## src/rtl/rsg_pkg.sv

```systemverilog
// Package of the resist-switch guide filter: widths, window depth, codes,
// and the command and status types between controller and datapath.
// No dependencies.
package rsg_pkg;

  localparam int unsigned WINDOW_DEPTH = 10;
  localparam int unsigned DATA_W       = 16;
  localparam int unsigned THR_W        = 13;
  localparam int unsigned SIDE_W       = 2;
  localparam int unsigned CAUSE_W      = 3;
  localparam int unsigned IDX_W        = $clog2(WINDOW_DEPTH);
  localparam int unsigned CNT_W        = $clog2(WINDOW_DEPTH + 1) + 1;
  localparam int unsigned SUM_W        = DATA_W + 2;
  localparam int unsigned SUM_TAPS     = 3;
  localparam int unsigned SWITCH_COUNT = 3;

  localparam logic [THR_W-1:0] MIN_MOVE_DEFAULT = THR_W'(51);

  // two's complement direction codes
  localparam logic [SIDE_W-1:0] SIDE_NONE = 2'b00;
  localparam logic [SIDE_W-1:0] SIDE_POS  = 2'b01;
  localparam logic [SIDE_W-1:0] SIDE_NEG  = 2'b11;

  typedef enum logic [CAUSE_W-1:0] {
    CAUSE_PASS      = 3'd0,
    CAUSE_SMALL     = 3'd1,
    CAUSE_WEAK      = 3'd2,
    CAUSE_NOWORSE   = 3'd3,
    CAUSE_OVERSHOOT = 3'd4
  } cause_e;

  typedef enum logic [1:0] {
    ST_IDLE,
    ST_WALK,
    ST_DECIDE
  } state_e;

  typedef struct packed {
    logic start;   // shift the sample in, clear the accumulators
    logic step;    // examine one window entry and rotate
    logic decide;  // load the result register
  } cmd_t;

  typedef struct packed {
    logic walk_last;
  } sts_t;

endpackage

```

## src/rtl/rsg_chan_if.sv

```systemverilog
// Valid/ready channel interfaces of the guide filter: sample input,
// result output and threshold write. Depends on rsg_pkg.
interface rsg_in_if;
  logic                               valid;
  logic                               ready;
  logic signed [rsg_pkg::DATA_W-1:0]  error_sample;
  modport source (output valid, output error_sample, input ready);
  modport sink   (input valid, input error_sample, output ready);
endinterface

interface rsg_out_if;
  logic                               valid;
  logic                               ready;
  logic signed [rsg_pkg::DATA_W-1:0]  guide_value;
  logic                               accepted;
  logic signed [rsg_pkg::SIDE_W-1:0]  committed_side;
  logic [rsg_pkg::CAUSE_W-1:0]        veto_cause;
  modport source (output valid, output guide_value, output accepted,
                  output committed_side, output veto_cause, input ready);
  modport sink   (input valid, input guide_value, input accepted,
                  input committed_side, input veto_cause, output ready);
endinterface

interface rsg_cfg_if;
  logic                               valid;
  logic                               ready;
  logic [rsg_pkg::THR_W-1:0]          data;
  modport source (output valid, output data, input ready);
  modport sink   (input valid, input data, output ready);
endinterface

```

## src/rtl/rsg_ctrl.sv

```systemverilog
// Controller of the guide filter: sequences accept, window walk and decision,
// and owns the output valid flag. Depends on rsg_pkg.
module rsg_ctrl (
  input  logic          clk_i,
  input  logic          rst_ni,
  input  logic          in_valid_i,
  output logic          in_ready_o,
  output logic          out_valid_o,
  input  logic          out_ready_i,
  output rsg_pkg::cmd_t cmd_o,
  input  rsg_pkg::sts_t sts_i
);
  import rsg_pkg::*;

  state_e state_q, state_d;
  logic   out_valid_q, out_valid_d;
  logic   slot_free;

  assign slot_free = !out_valid_q || out_ready_i;

  always_ff @(posedge clk_i or negedge rst_ni) begin
    if (!rst_ni) begin
      state_q     <= ST_IDLE;
      out_valid_q <= 1'b0;
    end else begin
      state_q     <= state_d;
      out_valid_q <= out_valid_d;
    end
  end

  always_comb begin
    state_d     = state_q;
    out_valid_d = out_valid_q && !out_ready_i;
    cmd_o       = '0;
    in_ready_o  = 1'b0;
    unique case (state_q)
      ST_IDLE: begin
        in_ready_o = 1'b1;
        if (in_valid_i) begin
          cmd_o.start = 1'b1;
          state_d     = ST_WALK;
        end
      end
      ST_WALK: begin
        cmd_o.step = 1'b1;
        if (sts_i.walk_last) begin
          state_d = ST_DECIDE;
        end
      end
      ST_DECIDE: begin
        // hold until the previous result has been taken
        if (slot_free) begin
          cmd_o.decide = 1'b1;
          out_valid_d  = 1'b1;
          state_d      = ST_IDLE;
        end
      end
      default: begin
        state_d = ST_IDLE;
      end
    endcase
  end

  assign out_valid_o = out_valid_q;

endmodule

```

## src/rtl/rsg_dpath.sv

```systemverilog
// Datapath of the guide filter: sample window, threshold and direction
// registers, walk accumulators and the result register. Depends on rsg_pkg.
module rsg_dpath (
  input  logic                              clk_i,
  input  logic                              rst_ni,
  input  rsg_pkg::cmd_t                     cmd_i,
  output rsg_pkg::sts_t                     sts_o,
  input  logic signed [rsg_pkg::DATA_W-1:0] sample_i,
  input  logic                              cfg_we_i,
  input  logic [rsg_pkg::THR_W-1:0]         cfg_data_i,
  output logic signed [rsg_pkg::DATA_W-1:0] guide_value_o,
  output logic                              accepted_o,
  output logic signed [rsg_pkg::SIDE_W-1:0] committed_side_o,
  output logic [rsg_pkg::CAUSE_W-1:0]       veto_cause_o
);
  import rsg_pkg::*;

  localparam logic [IDX_W-1:0]        IDX_LAST   = IDX_W'(WINDOW_DEPTH - 1);
  localparam logic [IDX_W-1:0]        IDX_NEWEST = IDX_W'(WINDOW_DEPTH - SUM_TAPS);
  localparam logic [IDX_W-1:0]        IDX_OLDEST = IDX_W'(SUM_TAPS);
  localparam logic signed [CNT_W-1:0] CNT_PLUS1  = CNT_W'(1);
  localparam logic signed [CNT_W-1:0] CNT_MINUS1 = -CNT_PLUS1;
  localparam logic signed [CNT_W-1:0] SW_POS     = CNT_W'(SWITCH_COUNT);
  localparam logic signed [CNT_W-1:0] SW_NEG     = -SW_POS;

  logic signed [DATA_W-1:0] win_q [WINDOW_DEPTH];
  logic [THR_W-1:0]         thr_q;
  logic [SIDE_W-1:0]        held_q, held_d;
  logic signed [DATA_W-1:0] sample_q;
  logic [IDX_W-1:0]         idx_q;
  logic signed [CNT_W-1:0]  cnt_q;
  logic signed [SUM_W-1:0]  old_q, new_q;

  logic signed [DATA_W-1:0] guide_q;
  logic                     acc_q;
  logic [SIDE_W-1:0]        side_q;
  cause_e                   cause_q, cause_d;

  // head tap of the rotating window
  logic signed [DATA_W-1:0] head;
  logic signed [DATA_W:0]   head_ext, x_ext;
  logic [DATA_W:0]          head_abs, x_abs;
  logic signed [SUM_W:0]    old_ext, new_ext;
  logic [SUM_W:0]           old_abs, new_abs;
  logic [SIDE_W-1:0]        cnt_sgn, cnt_neg, x_sgn;
  logic                     consider;

  assign head     = win_q[0];
  assign head_ext = (DATA_W + 1)'(head);
  assign head_abs = head[DATA_W-1] ? $unsigned(-head_ext) : $unsigned(head_ext);
  assign x_ext    = (DATA_W + 1)'(sample_q);
  assign x_abs    = sample_q[DATA_W-1] ? $unsigned(-x_ext) : $unsigned(x_ext);
  assign old_ext  = (SUM_W + 1)'(old_q);
  assign new_ext  = (SUM_W + 1)'(new_q);
  assign old_abs  = old_q[SUM_W-1] ? $unsigned(-old_ext) : $unsigned(old_ext);
  assign new_abs  = new_q[SUM_W-1] ? $unsigned(-new_ext) : $unsigned(new_ext);

  assign sts_o.walk_last = (idx_q == IDX_LAST);

  // window, walk accumulators
  always_ff @(posedge clk_i or negedge rst_ni) begin
    if (!rst_ni) begin
      for (int i = 0; i < WINDOW_DEPTH; i++) begin
        win_q[i] <= '0;
      end
    end else if (cmd_i.start) begin
      for (int i = 0; i < WINDOW_DEPTH - 1; i++) begin
        win_q[i] <= win_q[i+1];
      end
      win_q[WINDOW_DEPTH-1] <= sample_i;
    end else if (cmd_i.step) begin
      // rotate; after a full walk the order is restored
      for (int i = 0; i < WINDOW_DEPTH - 1; i++) begin
        win_q[i] <= win_q[i+1];
      end
      win_q[WINDOW_DEPTH-1] <= head;
    end
  end

  always_ff @(posedge clk_i) begin
    if (cmd_i.start) begin
      sample_q <= sample_i;
      idx_q    <= '0;
      cnt_q    <= '0;
      old_q    <= '0;
      new_q    <= '0;
    end else if (cmd_i.step) begin
      idx_q <= idx_q + IDX_W'(1);
      if (head_abs > (DATA_W + 1)'(thr_q)) begin
        cnt_q <= cnt_q + (head[DATA_W-1] ? CNT_MINUS1 : CNT_PLUS1);
      end
      if (idx_q < IDX_OLDEST) begin
        old_q <= old_q + SUM_W'(head);
      end
      if (idx_q >= IDX_NEWEST) begin
        new_q <= new_q + SUM_W'(head);
      end
    end
  end

  // decision
  always_comb begin
    cnt_sgn = (cnt_q == '0) ? SIDE_NONE : (cnt_q[CNT_W-1] ? SIDE_NEG : SIDE_POS);
    cnt_neg = (cnt_q == '0) ? SIDE_NONE : (cnt_q[CNT_W-1] ? SIDE_POS : SIDE_NEG);
    x_sgn   = (sample_q == '0) ? SIDE_NONE :
              (sample_q[DATA_W-1] ? SIDE_NEG : SIDE_POS);
    consider = (held_q == SIDE_NONE) || (held_q == cnt_neg);
    held_d  = held_q;
    cause_d = CAUSE_PASS;
    if (x_abs < (DATA_W + 1)'(thr_q)) begin
      cause_d = CAUSE_SMALL;
    end else begin
      if (consider) begin
        if (cnt_q < SW_POS && cnt_q > SW_NEG) begin
          cause_d = CAUSE_WEAK;
        end else if (new_abs <= old_abs) begin
          cause_d = CAUSE_NOWORSE;
        end else begin
          held_d = cnt_sgn;
        end
      end
      // a successful switch is kept even when the sample overshoots
      if (cause_d == CAUSE_PASS && held_d != x_sgn) begin
        cause_d = CAUSE_OVERSHOOT;
      end
    end
  end

  always_ff @(posedge clk_i or negedge rst_ni) begin
    if (!rst_ni) begin
      thr_q  <= MIN_MOVE_DEFAULT;
      held_q <= SIDE_NONE;
    end else if (cfg_we_i) begin
      thr_q  <= (cfg_data_i == '0) ? MIN_MOVE_DEFAULT : cfg_data_i;
      held_q <= SIDE_NONE;
    end else if (cmd_i.decide) begin
      held_q <= held_d;
    end
  end

  always_ff @(posedge clk_i) begin
    if (cmd_i.decide) begin
      guide_q <= (cause_d == CAUSE_PASS) ? sample_q : '0;
      acc_q   <= (cause_d == CAUSE_PASS);
      side_q  <= held_d;
      cause_q <= cause_d;
    end
  end

  assign guide_value_o    = guide_q;
  assign accepted_o       = acc_q;
  assign committed_side_o = $signed(side_q);
  assign veto_cause_o     = cause_q;

endmodule

```

## src/rtl/resist_switch_guide_filter_unit.sv

```systemverilog
// Top level of the resist-switch guide filter: joins controller, datapath
// and the channel interfaces. Depends on rsg_pkg, rsg_chan_if, rsg_ctrl, rsg_dpath.
//
//   channel  dir  payload                                            handshake
//   in_i     in   error_sample                                       valid/ready
//   out_o    out  guide_value, accepted, committed_side, veto_cause  valid/ready
//   cfg_i    in   data (min_move_threshold)                          valid/ready
//
// Each item passes an accept state, a walk in which every window entry rotates
// past the single compare/add tap in turn, and a decision state. The result sits
// in an output register; the next item is taken while it waits, and only the
// decision state stalls on out_o.ready.
// Reset zeroes the window, clears the held direction and loads threshold 51.
// cfg_i is always ready; a write also clears the held direction.
module resist_switch_guide_filter_unit (
  input  logic      clk_i,
  input  logic      rst_ni,
  rsg_in_if.sink    in_i,
  rsg_out_if.source out_o,
  rsg_cfg_if.sink   cfg_i
);
  import rsg_pkg::*;

  cmd_t cmd;
  sts_t sts;

  assign cfg_i.ready = 1'b1;

  rsg_ctrl u_ctrl (
    .clk_i       (clk_i),
    .rst_ni      (rst_ni),
    .in_valid_i  (in_i.valid),
    .in_ready_o  (in_i.ready),
    .out_valid_o (out_o.valid),
    .out_ready_i (out_o.ready),
    .cmd_o       (cmd),
    .sts_i       (sts)
  );

  rsg_dpath u_dpath (
    .clk_i            (clk_i),
    .rst_ni           (rst_ni),
    .cmd_i            (cmd),
    .sts_o            (sts),
    .sample_i         (in_i.error_sample),
    .cfg_we_i         (cfg_i.valid),
    .cfg_data_i       (cfg_i.data),
    .guide_value_o    (out_o.guide_value),
    .accepted_o       (out_o.accepted),
    .committed_side_o (out_o.committed_side),
    .veto_cause_o     (out_o.veto_cause)
  );

endmodule

```

## src/flat_wrapper.sv

```systemverilog
// flat-port wrapper written by rule: the top's interface ports become plain ports
module resist_switch_guide_filter_unit_flat import rsg_pkg::*;
  (clk_i, rst_ni, in_i_valid, in_i_error_sample, in_i_ready, out_o_valid, out_o_guide_value, out_o_accepted, out_o_committed_side, out_o_veto_cause, out_o_ready, cfg_i_valid, cfg_i_data, cfg_i_ready);
  rsg_in_if in_i_i ();
  rsg_out_if out_o_i ();
  rsg_cfg_if cfg_i_i ();
  input  logic clk_i;
  input  logic rst_ni;
  input wire logic [$bits(in_i_i.valid)-1:0] in_i_valid;
  input wire logic [$bits(in_i_i.error_sample)-1:0] in_i_error_sample;
  output wire logic [$bits(in_i_i.ready)-1:0] in_i_ready;
  output wire logic [$bits(out_o_i.valid)-1:0] out_o_valid;
  output wire logic [$bits(out_o_i.guide_value)-1:0] out_o_guide_value;
  output wire logic [$bits(out_o_i.accepted)-1:0] out_o_accepted;
  output wire logic [$bits(out_o_i.committed_side)-1:0] out_o_committed_side;
  output wire logic [$bits(out_o_i.veto_cause)-1:0] out_o_veto_cause;
  input wire logic [$bits(out_o_i.ready)-1:0] out_o_ready;
  input wire logic [$bits(cfg_i_i.valid)-1:0] cfg_i_valid;
  input wire logic [$bits(cfg_i_i.data)-1:0] cfg_i_data;
  output wire logic [$bits(cfg_i_i.ready)-1:0] cfg_i_ready;
  assign in_i_i.valid = in_i_valid;
  assign in_i_i.error_sample = in_i_error_sample;
  assign in_i_ready = in_i_i.ready;
  assign out_o_valid = out_o_i.valid;
  assign out_o_guide_value = out_o_i.guide_value;
  assign out_o_accepted = out_o_i.accepted;
  assign out_o_committed_side = out_o_i.committed_side;
  assign out_o_veto_cause = out_o_i.veto_cause;
  assign out_o_i.ready = out_o_ready;
  assign cfg_i_i.valid = cfg_i_valid;
  assign cfg_i_i.data = cfg_i_data;
  assign cfg_i_ready = cfg_i_i.ready;
  resist_switch_guide_filter_unit u_core (.clk_i(clk_i), .rst_ni(rst_ni), .in_i(in_i_i), .out_o(out_o_i), .cfg_i(cfg_i_i));
endmodule
```

## config.mk

```make
export PLATFORM = sky130hd
export DESIGN_NAME = resist_switch_guide_filter_unit_flat
export DESIGN_NICKNAME = d
export VERILOG_FILES = /design/src/rtl/rsg_pkg.sv /design/src/rtl/rsg_chan_if.sv /design/src/rtl/rsg_ctrl.sv /design/src/rtl/rsg_dpath.sv /design/src/rtl/resist_switch_guide_filter_unit.sv /design/src/flat_wrapper.sv
export SDC_FILE = /design/constraint.sdc
export NUM_CORES = 1
export LEC_CHECK = 0
export BUFFER_PORTS_ARGS = -buffer_cell sky130_fd_sc_hd__buf_2
export CAP_MARGIN = 20
export CELL_PAD_IN_SITES_DETAIL_PLACEMENT = 0
export CELL_PAD_IN_SITES_GLOBAL_PLACEMENT = 2
export CORE_MARGIN = 2
export CORE_UTILIZATION = 45
export DETAILED_ROUTE_END_ITERATION = 8
export PLACE_DENSITY_LB_ADDON = 0.1
export SYNTH_ARGS = -nofsm -noshare
export SYNTH_HDL_FRONTEND = slang
export SYNTH_SLANG_ARGS = --single-unit
```

## constraint.sdc

```tcl
create_clock -name clk_i -period 9.1 [get_ports clk_i]
set_input_delay 1.365 -clock clk_i [delete_from_list [all_inputs] [get_ports clk_i]]
set_output_delay 1.365 -clock clk_i [all_outputs]
set_load 0.01 [all_outputs]
```

==> metrics, run 1 <==
Num CTS Buffers 29; Yosys top cell by area dfrtp_1; largest family of logic cells by synthesized area simple AND/OR/NAND/NOR gates; final setup fails 0; Clock Skew 9.53 ps; Setup Fix Bufs, Post-CTS 0; Post-Route WL about 31 mm; Antenna Nets Post-Route 0; Critical Path RT 9360 ps; Final Power roughly 5.6 mW; post-synthesis mux area share between 10% and 20%; DR iter-0 viols between 600 and 700; met2 WL 13.4 mm; number of distinct library cells after synthesis 73; Final TNS setup 0 ps; Max-Cap Viols 0; Remaining DRCs 0; LEAKAGE roughly 6.8 nW; CTS H-Tree Depth 1; Synth Area in XOR/XNOR about 5.2%; worst path bufs/invs 0; CTS tree built; routed via count 9327; CTS root buffer clkbuf_16; worst slew pin tran between 1000 and 1500 ps; met3 WL post-DR about 1 mm; Seq/Total Area, Yosys a little under half; Adder-Cell Fraction of Synth Area 8.37%; Cells after Synth between 1000 and 1500; PwrDens 363 nW/um^2; routed len/inst approximately 18 um; n_diodes 0; clock transition at the registers of the reported paths roughly 60 ps; Hold Vio Cnt, Final 0; crit path max fanout 18; Resized cells post-CTS 0; fin. max-slew vios 0; DR pass1 iterations 4; maximum clock insertion buffer count 3; Post-Synth Simple-Gate Area about 13%; core area 29800 um^2; met1 wire length ~16 mm; Final Instance Area 15300 um^2; vias in the first global route between 8000 and 9000; synth warn 0; share of flip-flops with an asynchronous set or reset 68.2%; IO Pins 59; commonest cells in the netlist dfrtp_1 (174), nand2_1 (146), mux2_2 (144); die height between 150 and 200 um; CP cell instances or4_1 > or4_1 > nand2b_1 > o21ai_0 > xor2_1 > ha_1 > a211oi_1 > o21ai_1 > a221o_1 > nor3_1 > nand2b_1 > o21a_1 > nor3_1; worst vdd ir between 150 and 200 uV; Synth Cell Area between 10000 and 15000 um^2; most common cell in the netlist dfrtp_1; post-synthesis compound-gate area fraction 11.6%; largest net degree at the start of global routing 99; HP Class flip-flop to flip-flop; DR vias/cell between 5 and 6; Post-synth EDFFs 38; Crit path max-delay family simple AND/OR/NAND/NOR gates; Net Sw Frac roughly two fifths; worst path arrival time 4950 ps; Setup crit end kind flip-flop; Fmax approximately 210 MHz; Layout Nets 1429; Placement Setup Slack about 4400 ps; clock sinks about 260; Final Critical Period between 4000 and 5000 ps; port bufs 57; clock share of power between 20% and 30%; initial antenna violation count 0; Top FF cell, synth dfrtp_1; combinational fraction of design power a little over two fifths; period utilisation layout about half; RSZ-0062 raised after global routing false; synth top area cells dfrtp_1 (32%), mux2_2 (12%), edfxtp_1 (8.3%); Mean Syn Cell Area about 11 um^2; RD Place Congestion between 0.8 and 0.9; critical path class flip-flop to flip-flop; Max Used Layer met4; Fill cells 2765; Die Wd roughly 180 um; Slew headroom a little under a third; #FFs+latches synth 261; Skew-Pair Late Insertion Delay between 500 and 600 ps; Flop pwr share a little over a third; DP Area roughly 14000 um^2; cts hold-fix bufs 0; first-pass GRT wire length 48.9 mm; CP max stage delay about 680 ps; share of layout cells above drive strength 1 between 20% and 30%; startpoint types flip-flop; post-detail-place hpwl about 22 mm; Die ar. roughly 32000 um^2; outcome finished, final reports clean; synthesis-to-finish area growth 11.7%; CP max-delay cell o21a_1; Overall Global Routing Usage about 20%; GR Overflow Total 0; setup ws final between 4000 and 5000 ps; number of cell rows 63; net switching power figure 2.16 mW; P_int between 3 and 4 mW; Initial Utilization between 40% and 50%; post-synth top area share between 30% and 40%
per-stage QoR:
stage	std cells	hold slack (ps)	util [%]
3_3_place_gp	1663	460	48.3
3_5_place_dp	1663	460	48.3
2_1_floorplan	1256	442	-
4_1_cts	1717	477	51.4
6_report	1718	472	51.4
5_1_grt	1718	502	51.4
sequential cells by signal (all words and copies together) (netlist names):
name	flops
u_core.u_dpath.held_q	2
u_core.u_dpath.committed_side_o	2
u_core.u_dpath.sample_q	16
u_core.u_dpath.veto_cause_o	3
u_core.u_ctrl.out_valid_o	1
u_core.u_dpath.thr_q	13
u_core.u_dpath.guide_value_o	16
u_core.u_dpath.old_q	18
u_core.u_ctrl.state_q	2
u_core.u_dpath.idx_q	4
u_core.u_dpath.new_q	18
u_core.u_dpath.cnt_q	5
u_core.u_dpath.win_q	144
u_core.u_dpath.head	16
u_core.u_dpath.accepted_o	1
worst min-delay path, delay by kind of cell, from the launching register on:
| family | cells | cell delay (ps) |
|---|---|---|
| AND/OR/NAND/NOR | 2 | 110 |
| flip-flops | 1 | 340 |
area by class of cell:
cell class	count	area, um^2	area share (%)
repair buffers	67	374	2.44
clock inverters	13	135	0.882
multi-input cells	909	6900	45.1
inverters	37	139	0.906
flip-flops and latches	261	6500	42.4
well taps	390	488	3.18
clock buffers	41	781	5.10
cells by family after synthesis:
group,Yosys count
buf+inv,86
fa+ha+maj,90
compound gates,244
other cells,2
simple gates,340
flops,261
xor+xnor,81
mux,151
path summary, 6_finish.rpt:
| check | start | to | slack, ps | depth (start not counted) |
|---|---|---|---|---|
| max | u_core.u_dpath.old_q[3]$_SDFFE_PP0P_ | u_core.u_dpath.guide_value_o[0]$_SDFFCE_PP0P_ | 4410 | 13 |
| min | u_core.u_dpath.win_q[6]$_DFFE_PN0P_ | u_core.u_dpath.win_q[6]$_DFFE_PN0P_ | 470 | 2 |
| max reg2reg | u_core.u_dpath.old_q[3]$_SDFFE_PP0P_ | u_core.u_dpath.guide_value_o[0]$_SDFFCE_PP0P_ | 4410 | 13 |
| min reg2reg | u_core.u_dpath.win_q[6]$_DFFE_PN0P_ | u_core.u_dpath.win_q[6]$_DFFE_PN0P_ | 470 | 2 |
| max in group asynchronous | rst_ni | u_core.u_dpath.win_q[89]$_DFFE_PN0P_ | 6640 | 2 |
| min in group asynchronous | rst_ni | u_core.u_ctrl.state_q[0]$_DFFE_PN0P_ | 840 | 1 |
layer usage:
| metal | vias up | GRT usage (%) |
|---|---|---|
| met5 | - | 0 |
| met4 | 0 | 5.35 |
| met3 | 44 | 2.20 |
| met2 | 143 | 30.9 |
| met1 | 4506 | 29.0 |
| li1 | 4634 | - |
cell usage in the layout (no fill, tap or decap), types with 7 or more instances in the layout:
cell,netlist,routed
or4_1,7,7
nor2_1,50,49
xnor2_1,52,52
dfrtp_1,174,174
xor2_1,29,29
o21ai_1,7,7
nor2b_1,13,11
nor4_1,8,7
o21ai_0,52,52
nand2b_1,16,16
o41ai_1,10,10
a21o_1,21,21
o21a_1,7,7
nand2_1,146,146
buf_2,2,56
nor3b_1,8,8
buf_4,1,9
ha_1,87,87
nand3_1,11,11
edfxtp_1,38,38
mux2_2,144,144
nor3_2,10,10
clkbuf_1,44,11
nand4_1,11,11
a211oi_1,13,13
clkbuf_16,0,29
dfxtp_1,45,45
inv_1,37,36
a21oi_1,60,60
o211ai_1,8,8
nor3_1,28,28
o31ai_1,13,13
a22oi_1,17,17
or3_1,10,10
power by group through the flow:
stage,Sequential [mW],Combinational (mW),Clock [mW]
floorplan,1.83,1.99,0
global placement,2.00,2.41,0
detailed placement,2.02,2.43,0
CTS,2.00,2.46,1.16
global route,2.05,2.75,1.21
finish,1.99,2.43,1.13
Power figures use the tool's default switching activity.
==> inputs of run 2 (changes only) <==
--- a/config.mk
+++ b/config.mk
@@ -10,7 +10,7 @@
 export CELL_PAD_IN_SITES_DETAIL_PLACEMENT = 0
 export CELL_PAD_IN_SITES_GLOBAL_PLACEMENT = 2
 export CORE_MARGIN = 2
-export CORE_UTILIZATION = 45
+export CORE_UTILIZATION = 42
 export DETAILED_ROUTE_END_ITERATION = 8
 export PLACE_DENSITY_LB_ADDON = 0.1
 export SYNTH_ARGS = -nofsm -noshare
==> constraint.sdc (replaced) <==
create_clock -name clk_i -period 4.7 [get_ports clk_i]
set_input_delay 0.705 -clock clk_i [delete_from_list [all_inputs] [get_ports clk_i]]
set_output_delay 0.705 -clock clk_i [all_outputs]
set_load 0.01 [all_outputs]
==> metrics, run 2 (synthesis results as in run 1) <==
Cell Count, Final, Fillers Out 1782; DP Area ~15000 um^2; initial antenna violation count 0; setup ws final 287 ps; Critical Path RT ~5000 ps; Setup Fix Bufs, Post-CTS 0; Layout Nets between 1000 and 1500; Post-Route WL between 30 and 40 mm; routed via count about 9300; Remaining DRCs 0; Hold Vio Cnt, Final 0; worst vdd ir about 480 uV; vias in the first global route around 9000; fin util around 48%; outcome finished, final reports clean; Fmax between 200 and 250 MHz; CTS H-Tree Depth 1; crit path max fanout 18; Final Critical Period between 4000 and 5000 ps; Top reg by flops u_core.u_dpath.win_q; # placed instances ~1700; share of layout cells above drive strength 1 between 20% and 30%; Skew-Pair Late Insertion Delay approximately 580 ps; first-pass GRT wire length just over 50 mm; worst path arrival time around 4700 ps; most frequent cells in the layout dfrtp_1 (174), nand2_1 (146), mux2_2 (144); clock sinks between 200 and 300; PwrDens 708 nW/um^2; critical path class flip-flop to flip-flop; Initial Utilization 42.4%; DR vias/cell about 5.2; Overall Global Routing Usage between 10% and 20%; Die Wd ~180 um; DR pass1 iterations 4; LEAKAGE between 6 and 7 nW; routed len/inst 18.0 um; fin. max-slew vios 0; largest net degree at the start of global routing approximately 160; number of cell rows 66; IO Pins around 60; GR Overflow Total 0; worst slew pin tran 798 ps; synthesis-to-finish area growth 13.9%; Slew headroom 46.8%; die height around 180 um; clock transition at the registers of the reported paths 60 ps; period utilisation layout 93.9%; Placement Setup Slack roughly 200 ps; DR iter-0 viols between 500 and 600; Die ar. about 34000 um^2; Clock Skew between 30 and 40 ps; HP Class input pin to async pin; CTS root buffer clkbuf_16; cts hold-fix bufs 0; most common cell after layout, fill and taps aside dfrtp_1; maximum clock insertion buffer count 3; worst hold slack 212 ps; Num CTS Buffers 30; Final Power 11.1 mW; Final Instance Area 15600 um^2; CTS tree built; Setup crit end kind flip-flop; Resized cells post-CTS 0; core area 32400 um^2; final setup fails 0; Antenna Nets Post-Route 0; RSZ-0062 raised after global routing false; max reg flops around 140; Max-Cap Viols 0; biggest regs u_core.u_dpath.win_q x144, u_core.u_dpath.new_q x18, u_core.u_dpath.old_q x18; Final TNS setup 0 ps; RD Place Congestion just under 0.8; startpoint types flip-flop; port bufs 57; post-detail-place hpwl between 20 and 25 mm
run 2: area by class of cell:
cell class	count	area, um^2
fillers	3073	16700
multi-input cells	909	6920
flip-flops and latches	261	6500
clock buffers	43	840
well taps	442	553
repair buffers	76	462
clock inverters	13	209
inverters	37	139
diodes	1	2.50
run 2: path summary, 6_finish.rpt:
kind | cells past startpoint | from | endpoint | slack, ps
worst max-delay path | 14 | u_core.u_dpath.old_q[3]$_SDFFE_PP0P_ | u_core.u_dpath.veto_cause_o[2]$_DFFE_PP_ | 290
worst min-delay path | 1 | rst_ni | u_core.u_dpath.thr_q[6]$_DFFE_PN0P_ | 210
worst max register to register | 14 | u_core.u_dpath.old_q[3]$_SDFFE_PP0P_ | u_core.u_dpath.veto_cause_o[2]$_DFFE_PP_ | 290
worst min register to register | 2 | u_core.u_dpath.win_q[5]$_DFFE_PN0P_ | u_core.u_dpath.win_q[5]$_DFFE_PN0P_ | 480
max in group asynchronous | 2 | rst_ni | u_core.u_dpath.win_q[94]$_DFFE_PN0P_ | 3540
min in group clk_i | 1 | in_i_error_sample[1] | u_core.u_dpath.sample_q[1]$_DFFE_PP_ | 350
run 2: metal layers:
layer  part of all wire [%]  global-route usage (%)  wire [um]
met5                      0                       0          0
met1                     50                    27.7      16000
met4                    2.5                    5.02        799
met3                    2.8                    2.45        904
met2                     45                    30.2      14300
run 2: critical path: stages (launching register included):
cell and delay [ps]:
dfxtp_1 380, or4_1 630, or4_1 480, nand2b_1 190
o21ai_0 210, xor2_1 190, ha_1 270, a211oi_1 230
o21ai_1 100, a221o_1 340, a21oi_1 190, a41oi_2 90
nor3b_1 210, mux2_4 430, and3_1 220
run 2: report_power, final:
part           switching (mW)  internal [mW]
clock network           0.963           1.47
logic                    2.55           2.29
registers               0.695           3.09
total                    4.21           6.84
==> inputs of run 3 (changes only) <==
--- a/config.mk
+++ b/config.mk
@@ -10,7 +10,7 @@
 export CELL_PAD_IN_SITES_DETAIL_PLACEMENT = 0
 export CELL_PAD_IN_SITES_GLOBAL_PLACEMENT = 2
 export CORE_MARGIN = 2
-export CORE_UTILIZATION = 42
+export CORE_UTILIZATION = 45
 export DETAILED_ROUTE_END_ITERATION = 8
 export PLACE_DENSITY_LB_ADDON = 0.1
 export SYNTH_ARGS = -nofsm -noshare
==> constraint.sdc (replaced) <==
create_clock -name clk_i -period 5.3 [get_ports clk_i]
set_input_delay 0.795 -clock clk_i [delete_from_list [all_inputs] [get_ports clk_i]]
set_output_delay 0.795 -clock clk_i [all_outputs]
set_load 0.01 [all_outputs]
==> metrics, run 3 (synthesis results as in run 1) <==
Die ar. ~32000 um^2; CTS H-Tree Depth 1; routed via count between 9000 and 10000; Flop pwr share a little over a third; LEAKAGE a little under 7 nW; final setup fails 0; RD Place Congestion a little over 0.8; critical path class flip-flop to flip-flop; Top reg by flops u_core.u_dpath.win_q; Hold Vio Cnt, Final 0; CTS tree built; Setup Fix Bufs, Post-CTS 0; biggest regs u_core.u_dpath.win_q x144, u_core.u_dpath.new_q x18, u_core.u_dpath.old_q x18; CTS root buffer clkbuf_16; worst path arrival time a little under 5000 ps; Antenna Nets Post-Route 0; GR Overflow Total 0; Critical Path RT ~5600 ps; Skew-Pair Late Insertion Delay roughly 560 ps; crit path max fanout 18; multi-input logic area 6900 um^2; first-pass GRT wire length roughly 50 mm; share of layout cells above drive strength 1 a little over a fifth; core area just under 30000 um^2; register area between 6000 and 7000 um^2; Max-Cap Viols 0; PwrDens 624 nW/um^2; Cell Count, Final, Fillers Out 1717; Layout Nets between 1000 and 1500; Final TNS setup 0 ps; worst vdd ir a little over 300 uV; Die Wd 179 um; # placed instances 1666; Overall Global Routing Usage 20.2%; startpoint types flip-flop; number of cell rows between 60 and 70; outcome finished, final reports clean; Setup crit end kind flip-flop; worst slew pin tran about 980 ps; Num CTS Buffers 29; max reg flops around 140; IO Pins roughly 60; clock sinks 261; combinational fraction of design power between 40 and 50%; Net Sw Frac ~40%; DR iter-0 viols 520; largest net degree at the start of global routing between 100 and 150; RSZ-0062 raised after global routing false; P_int about 6 mW; initial antenna violation count 0; DR vias/cell roughly 5.4; clock transition at the registers of the reported paths ~60 ps; CP cell instances or4_1 > or4_1 > nand2b_1 > o21ai_0 > xor2_1 > ha_1 > a211oi_1 > o21ai_1 > a221o_1 > nor3_1 > nand2b_1 > o21a_1 > nor3_1; routed len/inst ~18 um; maximum clock insertion buffer count 3; port bufs between 50 and 60; Fmax 216 MHz; fin. max-slew vios 0; net switching power figure around 3.7 mW; vias in the first global route slightly above 9000; Post-Route WL 31.1 mm; Slew headroom 34.8%; clock share of power between 20% and 30%; Clock Skew approximately 10 ps; n_diodes 0; Final Power roughly 9.6 mW; post-detail-place hpwl 21.9 mm; Fill cells roughly 2700; worst hold slack 294 ps; HP Class input pin to async pin; most common cell after layout, fill and taps aside dfrtp_1; Resized cells post-CTS 0; most frequent cells in the layout dfrtp_1 (174), nand2_1 (146), mux2_2 (144); Final Critical Period around 4600 ps; Initial Utilization a little under half; period utilisation layout between 80% and 90%; CP max-delay cell o21a_1; CP max stage delay between 600 and 700 ps; cts hold-fix bufs 0; Remaining DRCs 0; DR pass1 iterations 5; die height between 150 and 200 um; synthesis-to-finish area growth 12.2%
-- run 3: cell types whose count changed in the layout (fill, tap and decap cells not counted), moves of 2 or more --
cell,before,now
buf_4,17,9
clkbuf_1,9,7
inv_6,1,3
clkinvlp_4,3,1
bufinv_16,4,2
clkinv_1,0,3
clkbuf_8,5,1
-- run 3: per-layer routing --
metal,part of all wire [%],wire (um),GRT usage (%),up-vias
met2,42,13200,30.1,144
met1,51,15900,30.5,4442
li1,-,-,-,4658
met5,0,0,0,-
met3,3.2,988,2.34,56
met4,3.4,1050,6.37,0
-- run 3: layout make-up --
cell class	instances	share of cell area, %
clock buffers	37	4.98
clock inverters	13	0.935
inverters	37	0.903
multi-input cells	909	44.9
flip-flops and latches	261	42.3
well taps	390	3.17
repair buffers	70	2.90
-- run 3: final timing paths --
check | start | endpoint | slack, ps | cells past startpoint
worst max-delay path | u_core.u_dpath.old_q[3]$_SDFFE_PP0P_ | u_core.u_dpath.guide_value_o[0]$_SDFFCE_PP0P_ | 680 | 13
worst min-delay path | rst_ni | u_core.u_ctrl.state_q[0]$_DFFE_PN0P_ | 290 | 1
worst max register to register | u_core.u_dpath.old_q[3]$_SDFFE_PP0P_ | u_core.u_dpath.guide_value_o[0]$_SDFFCE_PP0P_ | 680 | 13
worst min register to register | u_core.u_dpath.win_q[14]$_DFFE_PN0P_ | u_core.u_dpath.win_q[14]$_DFFE_PN0P_ | 480 | 2
max in group asynchronous | rst_ni | u_core.u_dpath.head[12]$_DFFE_PN0P_ | 4000 | 2
min in group clk_i | in_i_error_sample[15] | u_core.u_dpath.sample_q[15]$_DFFE_PP_ | 430 | 1
-- run 3: power groups by stage --
stage          registers, mW  logic, mW  clock network, mW
3_3_place_gp            3.42       4.21                  0
6_report                3.40       4.25               1.95
4_1_cts                 3.40       4.29               2.00
2_1_floorplan           3.14       3.42                  0
5_1_grt                 3.50       4.82               2.07
3_5_place_dp            3.43       4.25                  0
-- run 3: worst max-delay path, delay by kind of cell (launching register included) --
| kind | cells | cell delay [ps] |
|---|---|---|
| AOI/OAI and AO/OA | 5 | 1520 |
| adders and majority gates | 1 | 260 |
| DFF | 1 | 370 |
| and+or+nand+nor | 6 | 1990 |
| xor gates and xnor gates | 1 | 180 |
-- run 3: stage by stage --
stage | util [%] | worst slack [ps] | instance area [um^2]
after detailed placement | 48.5 | 670 | 14500
after global placement | 48.5 | 798 | 14500
after floorplan | - | 1150 | 13700
after global routing | 51.6 | 369 | 15400
after CTS | 51.5 | 659 | 15400
final | 51.6 | 675 | 15400
